### src/hw/rtl/plir_pkg.sv
// ----------------------------------------------------------------------------
// plir_pkg
// Shared constants, command and status codes, and the per-cell control
// bundle of the positional list.
// ----------------------------------------------------------------------------
package plir_pkg;

	localparam int PLIR_CAPACITY    = 128;
	localparam int PLIR_HANDLE_BITS = 16;
	localparam int PLIR_GROUP       = 16;

	localparam int FUNC_W   = 3;
	localparam int POS_W    = 8;
	localparam int STATUS_W = 2;
	localparam int COUNT_W  = 8;

	localparam logic [FUNC_W-1:0] FN_INS_FRONT = 3'd0;
	localparam logic [FUNC_W-1:0] FN_INS_AT    = 3'd1;
	localparam logic [FUNC_W-1:0] FN_INS_BACK  = 3'd2;
	localparam logic [FUNC_W-1:0] FN_REM_FRONT = 3'd3;
	localparam logic [FUNC_W-1:0] FN_REM_AT    = 3'd4;
	localparam logic [FUNC_W-1:0] FN_REM_BACK  = 3'd5;
	localparam logic [FUNC_W-1:0] FN_READ      = 3'd6;

	localparam logic [STATUS_W-1:0] ST_OK    = 2'd0;
	localparam logic [STATUS_W-1:0] ST_FULL  = 2'd1;
	localparam logic [STATUS_W-1:0] ST_EMPTY = 2'd2;
	localparam logic [STATUS_W-1:0] ST_RANGE = 2'd3;

	typedef struct packed {
		logic ins;
		logic rem;
		logic tap;
	} plir_ctl_t;

endpackage

### src/hw/rtl/plir_cell.sv
// ----------------------------------------------------------------------------
// plir_cell
// One list position: holds, loads, or takes the entry of its lower or upper
// neighbor under the broadcast command, and drives its entry on the read tap.
// ----------------------------------------------------------------------------
module plir_cell #(
	parameter int HANDLE_BITS = plir_pkg::PLIR_HANDLE_BITS,
	parameter int IDX_W       = 7,
	parameter int INDEX       = 0
) (
	input  logic                   clk,
	input  plir_pkg::plir_ctl_t    ctl,
	input  logic [IDX_W-1:0]       at,
	input  logic [HANDLE_BITS-1:0] handle_in,
	input  logic [HANDLE_BITS-1:0] lower,
	input  logic [HANDLE_BITS-1:0] upper,
	output logic [HANDLE_BITS-1:0] data,
	output logic [HANDLE_BITS-1:0] tap
);
	import plir_pkg::*;

	localparam logic [IDX_W-1:0] MY_IDX = IDX_W'(INDEX);

	logic [HANDLE_BITS-1:0] data_q;
	logic                   hit;
	logic                   above;

	assign hit   = (MY_IDX == at);
	assign above = (MY_IDX > at);

	always_ff @(posedge clk) begin
		if (ctl.ins && above) begin
			data_q <= lower;
		end else if (ctl.ins && hit) begin
			data_q <= handle_in;
		end else if (ctl.rem && (above || hit)) begin
			data_q <= upper;
		end
	end

	assign data = data_q;
	assign tap  = (ctl.tap && hit) ? data_q : '0;

endmodule

### config.mk
export PLATFORM = sky130hd
export DESIGN_NAME = plir_cell
export DESIGN_NICKNAME = d
export VERILOG_FILES = /design/src/hw/rtl/plir_pkg.sv /design/src/hw/rtl/plir_cell.sv
export SDC_FILE = /design/constraint.sdc
export NUM_CORES = 1
export LEC_CHECK = 0
export ABC_AREA = 0
export BUFFER_PORTS_ARGS = -buffer_cell sky130_fd_sc_hd__buf_2
export CAP_MARGIN = 20
export CORE_MARGIN = 4
export CORE_UTILIZATION = 36
export CTS_BUF_LIST = sky130_fd_sc_hd__clkbuf_4
export DETAILED_ROUTE_END_ITERATION = 10
export HOLD_SLACK_MARGIN = 0.03
export PLACE_DENSITY = 0.85
export SYNTH_ARGS = -nofsm -noshare
export SYNTH_HDL_FRONTEND = slang
export SYNTH_SLANG_ARGS = --single-unit
### constraint.sdc
create_clock -name clk -period 1.9 [get_ports clk]
set_input_delay 0.38 -clock clk [delete_from_list [all_inputs] [get_ports clk]]
set_output_delay 0.38 -clock clk [all_outputs]
set_load 0.01 [all_outputs]
==> run summary, run 1 <==
Comb pwr share: 0.123
Outcome: finished, final reports clean
Max VDD drop: 0.383 mV
Initial DRC count: 13
Gr ovfl total: 0
Starting density of the core: 0.386
Multi-input logic area: 384 sq um
Sw frac: 0.198
First-pass GRT wire length: 3.20 mm
Leak: 0.686 nW
TritonCTS buffer count: 3
Syn Inst Count: 55
Number of unique standard cell types used by synthesis: 11
Initial antenna violation count: 0
Routability Congestion: 0.659
Slew Limit Fails: 0
Rel. slew slack: 0.806
Post-Syn Area: 880 sq um
Sequential Power Share: 0.602
Net Count, Synth: 114
Nets@finish: 194
Core region area: 2280 sq um
Internal Dissipation: 521 uW
Port Buf Inserts: 74
Remaining DRCs: 0
Final setup fails: 0
Kind of critical path: in -> out
Top cells by area, synth: edfxtp_1 (55%), mux2_4 (17%), and2_1 (11%), mux2_2 (7.7%), nor4_4 (2.4%)
Setup TNS: 0 ns
Total Power: 649 uW
RSZ-0062 raised after global routing: no
Setup Fix Bufs, Post-CTS: 0
Synthesis-to-layout area growth: 49.9%
Htree depth: 1
Detail Route Antenna Nets: 0
Resize count post-CTS: 1
Setup crit start kind: input pin
DIE AREA: 3300 sq um
CTS hold repair buffers: 0
Post-Route WL: 2.11 mm
Hold Vio Cnt, Final: 0
Drt pass-1 iters: 2
Max FFs per register: 16
Clk root buf: clkbuf_4
Syn Area/Cell: 16.0 sq um
Clock Path Buffers: 2
Share of cells above drive strength 1: 0.746
Die Y: 57.4 microns
Fmax: 563 MHz
Pin count of the biggest net entering global routing: 17
Crit. End Element: output port
Hold Crit Class: in -> reg
Seq/Total Area, Yosys: 0.546
CP Data Required Time: 1.52 ns
I/O Pins: 91
Max FO, Critical Path: 16
Die width: 57.4 microns
Reg area: 480 sq um
Clock power frac: 0.275
Area leader, netlist: edfxtp_1
Wire per inst: 13.0 microns
Yosys warns: 0
EDFF count, synth: 16
Top FF cell, synth: edfxtp_1
MaxCap Viol Count: 0
# diodes: 0
CTS clk-pin slew, worst paths: 0.09 ns
Num Clock Sinks: 16
TritonCTS clock tree: yes
Sw Pwr: 128 uW
Share of flip-flops with an asynchronous set or reset: 0
WP data arrival: 1.40 ns
PD cells: 492 nW/um^2
Synth top area share: 0.546
Vias per cell: 4.36
Num rows: 17
Vias in the first global route: 699
#FFs+latches synth: 16
Gr usage total: 0.128
Final Cycle Share: 0.934
Synth top cells by count: and2_1 (16), edfxtp_1 (16), mux2_4 (10), mux2_2 (6)
Post-layout minimum cycle time: 1.78 ns
Vias: 706
Fill count: 194
Worst slew pin tran: 0.291 ns
[power by group through the flow]
| stage | Combinational [mW] | Sequential (mW) | Clock, mW |
|---|---|---|---|
| floorplan | 0.0276 | 0.400 | 0 |
| finish | 0.0801 | 0.390 | 0.178 |
| detailed placement | 0.0812 | 0.399 | 0 |
| global placement | 0.0778 | 0.399 | 0 |
| global route | 0.0883 | 0.391 | 0.196 |
| CTS | 0.0816 | 0.391 | 0.184 |
[worst max-delay path, cell delays in order]
cell	delay, ns
buf_2	0.11
nor4_4	0.27
and3_2	0.34
and2_1	0.16
buf_2	0.13
[per-layer routing]
metal	track usage	share of wire	vias up	wire length, microns
met4	0.0695	0.010	0	21
met2	0.250	0.59	25	1240
li1	-	-	363	-
met1	0.127	0.34	316	711
met5	0	0	-	0
met3	0.0181	0.063	2	132
[area by class of cell]
cell class              instances  share of cell area
clock buffers                   3              0.0171
clock inverters                 1             0.00285
multi-input cells              37               0.291
flip-flops and latches         16               0.364
well taps                      28              0.0266
repair buffers                 77               0.298
[final timing paths]
kind	start	cells after the start	endpoint
worst max-delay path	at[3]	5	tap[1]
worst min-delay path	upper[3]	2	data[3]
[logic make-up (layout without fill, tap and decap cells)]
family / after synthesis / after routing / share of synthesized area
simple gates: 20 / 20 / 0.176
buf+inv: 2 / 81 / 0.0185
flops: 16 / 16 / 0.546
mux: 16 / 16 / 0.248
compound gates: 1 / 1 / 0.0114
[stage by stage]
| step | std cells | util | hold slack, ns | area (sq um) | worst slack, ns |
|---|---|---|---|---|---|
| after CTS | 162 | 0.579 | 0.387 | 1320 | 0.106 |
| final | 162 | 0.579 | 0.395 | 1320 | 0.125 |
| after detailed placement | 158 | 0.567 | 0.685 | 1290 | -0.00148 |
| after global placement | 158 | 0.567 | 0.683 | 1290 | 0.0470 |
| after floorplan | 55 | - | 0.597 | 880 | 0.199 |
| after global routing | 162 | 0.579 | 0.381 | 1320 | 0.0308 |
[cell usage in the layout, fill, tap and decap left out]
| cell type | instances |
|---|---|
| and2_1 | 16 |
| and3_2 | 1 |
| buf_2 | 74 |
| buf_4 | 3 |
| clkbuf_4 | 3 |
| clkinv_1 | 1 |
| edfxtp_1 | 16 |
| mux2_2 | 6 |
| mux2_4 | 10 |
| nand3_4 | 1 |
| nor3_2 | 1 |
| nor4_4 | 1 |
| o211a_1 | 1 |
Note: power is estimated with default switching activity, not from simulation.
==> run 2, diff against run 1 <==
Settings changed: ABC_AREA 0 to 1, CORE_UTILIZATION 36 to 39, PLACE_DENSITY 0.85 to 0.86.
==> run summary, run 2 <==
Outcome: finished, final reports clean
Slowest stage delay, CP: 0.20 ns
Sequential Power Share: 0.604
Share of cells above drive strength 1: 0.480
TritonCTS buffer count: 3
DIE AREA: 3530 sq um
Crit path from: at[5]
Number of unique standard cell types used by synthesis: 15
Num rows: 18
Dpl ws: 0.195 ns
Max FO, Critical Path: 16
Top cells by area, synth: edfxtp_1 (47%), nand2_1 (13%), nor2_4 (11%), nand3_1 (8.3%), inv_1 (8.0%)
Synthesis-to-layout area growth: 41.2%
Area leader, netlist: edfxtp_1
Wire per inst: 10.3 microns
EDFF count, synth: 16
Core region area: 2500 sq um
Setup Fix Bufs, Post-CTS: 0
Routability Congestion: 0.728
Initial antenna violation count: 0
Cell with the most instances after synthesis: nand2_1
Post-layout minimum cycle time: 1.70 ns
Sw frac: 0.213
Max VDD drop: 0.253 mV
# diodes: 0
Vias: 969
Syn Inst Count: 120
#FFs+latches synth: 16
Detail Route Antenna Nets: 0
Worst Hold Depth: 3
Hold Vio Cnt, Final: 0
Die width: 59.4 microns
Setup crit start kind: input pin
Max FFs per register: 16
Critical path's slowest cell: nand2_4
Num Clock Sinks: 16
Seq/Total Area, Yosys: 0.467
Resize count post-CTS: 0
MaxCap Viol Count: 0
Internal Dissipation: 509 uW
Post-Route WL: 2.33 mm
I/O Pins: 91
Top cell family by delay on the critical path: simple AND/OR/NAND/NOR gates
Crit. End Element: output port
Clock Path Buffers: 2
Share of flip-flops with an asynchronous set or reset: 0
Die Y: 59.4 microns
Starting density of the core: 0.412
Leak: 0.836 nW
Hold Crit Class: in -> reg
Initial DRC count: 23
Synth top area share: 0.467
Htree depth: 1
Gr usage total: 0.141
Drt pass-1 iters: 4
Vias in the first global route: 848
CP Data Required Time: 1.52 ns
Sw Pwr: 137 uW
PD cells: 445 nW/um^2
RSZ-0062 raised after global routing: no
Top FF cell, synth: edfxtp_1
Critical Path, Cell by Cell: buf_2, nor2_1, nand2_2, nor2_8, nand2_4, nor2_1, buf_2
Leading cell type in the layout, fill and taps excluded: buf_2
Setup TNS: 0 ns
WP data arrival: 1.32 ns
Final HPWL DP: 2.05 mm
First-pass GRT wire length: 3.64 mm
Comb pwr share: 0.129
Vias per cell: 4.29
Clock power frac: 0.267
Pin count of the biggest net entering global routing: 19
Clk root buf: clkbuf_4
Slew Limit Fails: 0
Synth top cells by count: nand2_1 (35), inv_1 (22), nand3_1 (17), edfxtp_1 (16)
Worst slew pin tran: 0.348 ns
Kind of critical path: in -> out
Syn Area/Cell: 8.58 sq um
CTS clk-pin slew, worst paths: 0.09 ns
CTS hold repair buffers: 0
Yosys warns: 0
Min-delay src: upper[3]
CP bufs+invs: 2
Remaining DRCs: 0
Post-Syn Area: 1030 sq um
Gr ovfl total: 0
Net Count, Synth: 179
Final Util: 0.582
Most frequent cells in the layout: buf_2 (74), nand2_1 (35), inv_1 (22), nand3_1 (17), edfxtp_1 (16)
Worst path depth: 7
Final setup fails: 0
TritonCTS clock tree: yes
Fmax: 590 MHz
Rel. slew slack: 0.768
Hold Worst Slack: 0.360 ns
Port Buf Inserts: 74
Final Cycle Share: 0.892
Worst setup margin: 0.204 ns
Nets@finish: 256
## run 2: cell types whose count changed after synthesis, sizes merged, moves of 3 or more
cell	change
mux2	-16
inv	+22
nor2	+21
nand2	+37
buf	+3
nand3	+17
and2	-16
## run 2: cells by family (layout without fill, tap and decap cells)
kind of cell | count (synthesis) | after routing | share of synthesized area
flip-flops | 16 | 16 | 0.467
AND/OR/NAND/NOR | 76 | 76 | 0.402
buffers and inverters | 27 | 103 | 0.124
AO/OA/AOI/OAI | 1 | 1 | 0.00729
## run 2: worst paths after layout
kind | to | slack, ns
worst max-delay path | tap[1] | 0.20
worst min-delay path | data[3] | 0.36
## run 2: stage by stage
step	power, mW	cells	cell area, sq um
6_report	0.647	226	1450
5_1_grt	0.682	226	1450
4_1_cts	0.652	226	1450
3_5_place_dp	0.483	222	1430
3_3_place_gp	0.481	222	1430
2_1_floorplan	0.432	120	1030
## run 2: power groups by stage
| stage | Combinational, mW | Sequential (mW) | Clock (mW) |
|---|---|---|---|
| 2_1_floorplan | 0.0325 | 0.400 | 0 |
| 3_3_place_gp | 0.0820 | 0.399 | 0 |
| 3_5_place_dp | 0.0842 | 0.399 | 0 |
| 4_1_cts | 0.0843 | 0.391 | 0.177 |
| 5_1_grt | 0.0953 | 0.391 | 0.195 |
| 6_report | 0.0836 | 0.391 | 0.172 |
## run 2: final cells by class
| type | instances | area [sq um] |
|---|---|---|
| Multi-Input combinational cell | 77 | 422 |
| Clock buffer | 3 | 22.5 |
| Clock inverter | 1 | 3.75 |
| Timing Repair Buffer | 77 | 405 |
| Fill cell | 243 | 1050 |
| Sequential cell | 16 | 480 |
| Tap cell | 30 | 37.5 |
| Inverter | 22 | 82.6 |
## run 2: layer usage
layer,GRT usage,share of wire
met1,0.169,0.38
met2,0.232,0.48
met3,0.0305,0.12
met4,0.0777,0.0094
met5,0,0
==> run 3, diff against run 2 <==
Settings changed: CORE_MARGIN 4 to 2.
==> run summary, run 3 (same netlist as run 2, synthesis figures left out) <==
Outcome: finished, final reports clean
Fmax: 575 MHz
Initial antenna violation count: 0
Core region area: 2500 sq um
Setup TNS: 0 ns
Hold Vio Cnt, Final: 0
Critical path's slowest cell: nand2_4
Leading cell type in the layout, fill and taps excluded: buf_2
Kind of critical path: in -> out
Final Cycle Share: 0.915
Port Buf Inserts: 74
Placed Cells: 221
Num Clock Sinks: 16
Setup crit start kind: input pin
Gr ovfl total: 0
Clk root buf: clkbuf_4
Slew Limit Fails: 0
TritonCTS buffer count: 3
Setup Fix Bufs, Post-CTS: 0
Final non-filler cell total: 225
Dpl ws: 0.131 ns
# diodes: 0
WP data arrival: 1.36 ns
Remaining DRCs: 0
Most frequent cells in the layout: buf_2 (74), nand2_1 (35), inv_1 (22), nand3_1 (17), edfxtp_1 (16)
Detail Route Antenna Nets: 0
First-pass GRT wire length: 3.75 mm
Vias: 1007
Htree depth: 1
Max VDD drop: 0.262 mV
Final setup fails: 0
Placement Cell Area: 1420 sq um
Internal Dissipation: 509 uW
MaxCap Viol Count: 0
Vias in the first global route: 906
Comb pwr share: 0.131
Critical Path, Cell by Cell: buf_2, nor2_1, nand2_2, nor2_8, nand2_4, nor2_1, buf_2
Sw Pwr: 136 uW
CTS clk-pin slew, worst paths: 0.08 ns
Initial DRC count: 29
I/O Pins: 91
Num rows: 18
Starting density of the core: 0.412
CP Data Required Time: 1.52 ns
Clock Path Buffers: 2
Vias per cell: 4.48
Worst setup margin: 0.162 ns
Leak: 0.831 nW
Drt pass-1 iters: 4
Final HPWL DP: 1.89 mm
Post-Route WL: 2.22 mm
Clock power frac: 0.264
Worst slew pin tran: 0.581 ns
Sequential Power Share: 0.606
Pin count of the biggest net entering global routing: 19
DIE AREA: 3070 sq um
Max FO, Critical Path: 16
Die width: 55.4 microns
CTS hold repair buffers: 0
RSZ-0062 raised after global routing: no
Resize count post-CTS: 0
Wire per inst: 9.85 microns
Design area: 1450 sq um
Sw frac: 0.211
Die Y: 55.4 microns
Share of cells above drive strength 1: 0.477
Fill count: 231
Crit. End Element: output port
Max FFs per register: 16
PD cells: 446 nW/um^2
Slowest stage delay, CP: 0.20 ns
Hold Crit Class: in -> reg
Gr usage total: 0.155
Routability Congestion: 0.759
Synthesis-to-layout area growth: 40.5%
Rel. slew slack: 0.612
Post-layout minimum cycle time: 1.74 ns
TritonCTS clock tree: yes
Nets@finish: 255
## run 3: cell count changes in the layout (fill, tap and decap cells not counted), sizes merged
cell and delta:
buf -1
## run 3: routing by layer
layer	track usage	up-vias	routed length (microns)
met1	0.188	433	918
met5	0	-	0
li1	-	519	-
met3	0.0304	0	191
met2	0.262	55	1110
met4	0.0732	0	0
## run 3: final timing paths
path	from	to	cells after the start
max	at[5]	tap[0]	7
min	upper[14]	data[14]	3
## run 3: cell type report
class	instances	area (sq um)	share of cell area
Inverter	22	82.6	0.0571
Timing Repair Buffer	76	398	0.275
Clock buffer	3	22.5	0.0156
Tap cell	30	37.5	0.0260
Sequential cell	16	480	0.332
Clock inverter	1	3.75	0.00260
Multi-Input combinational cell	77	422	0.292
## run 3: per-stage QoR
stage	total power [mW]	hold slack [ns]	utilization
final	0.645	0.369	0.579
after global routing	0.679	0.375	0.579
after CTS	0.651	0.358	0.579
after detailed placement	0.483	0.652	0.568
after global placement	0.482	0.650	0.568
after floorplan	0.432	0.559	-
## run 3: power by group through the flow
stage | combinational (mW) | clock (mW) | sequential (mW)
6_report | 0.0842 | 0.170 | 0.391
5_1_grt | 0.0961 | 0.192 | 0.391
4_1_cts | 0.0843 | 0.176 | 0.391
3_5_place_dp | 0.0843 | 0 | 0.399
3_3_place_gp | 0.0829 | 0 | 0.399
2_1_floorplan | 0.0325 | 0 | 0.400
## run 3: worst max-delay path, delay by kind of cell
kind / cells / cell delay (ns)
buffers and inverters: 2 / 0.24
AND/OR/NAND/NOR: 5 / 0.74
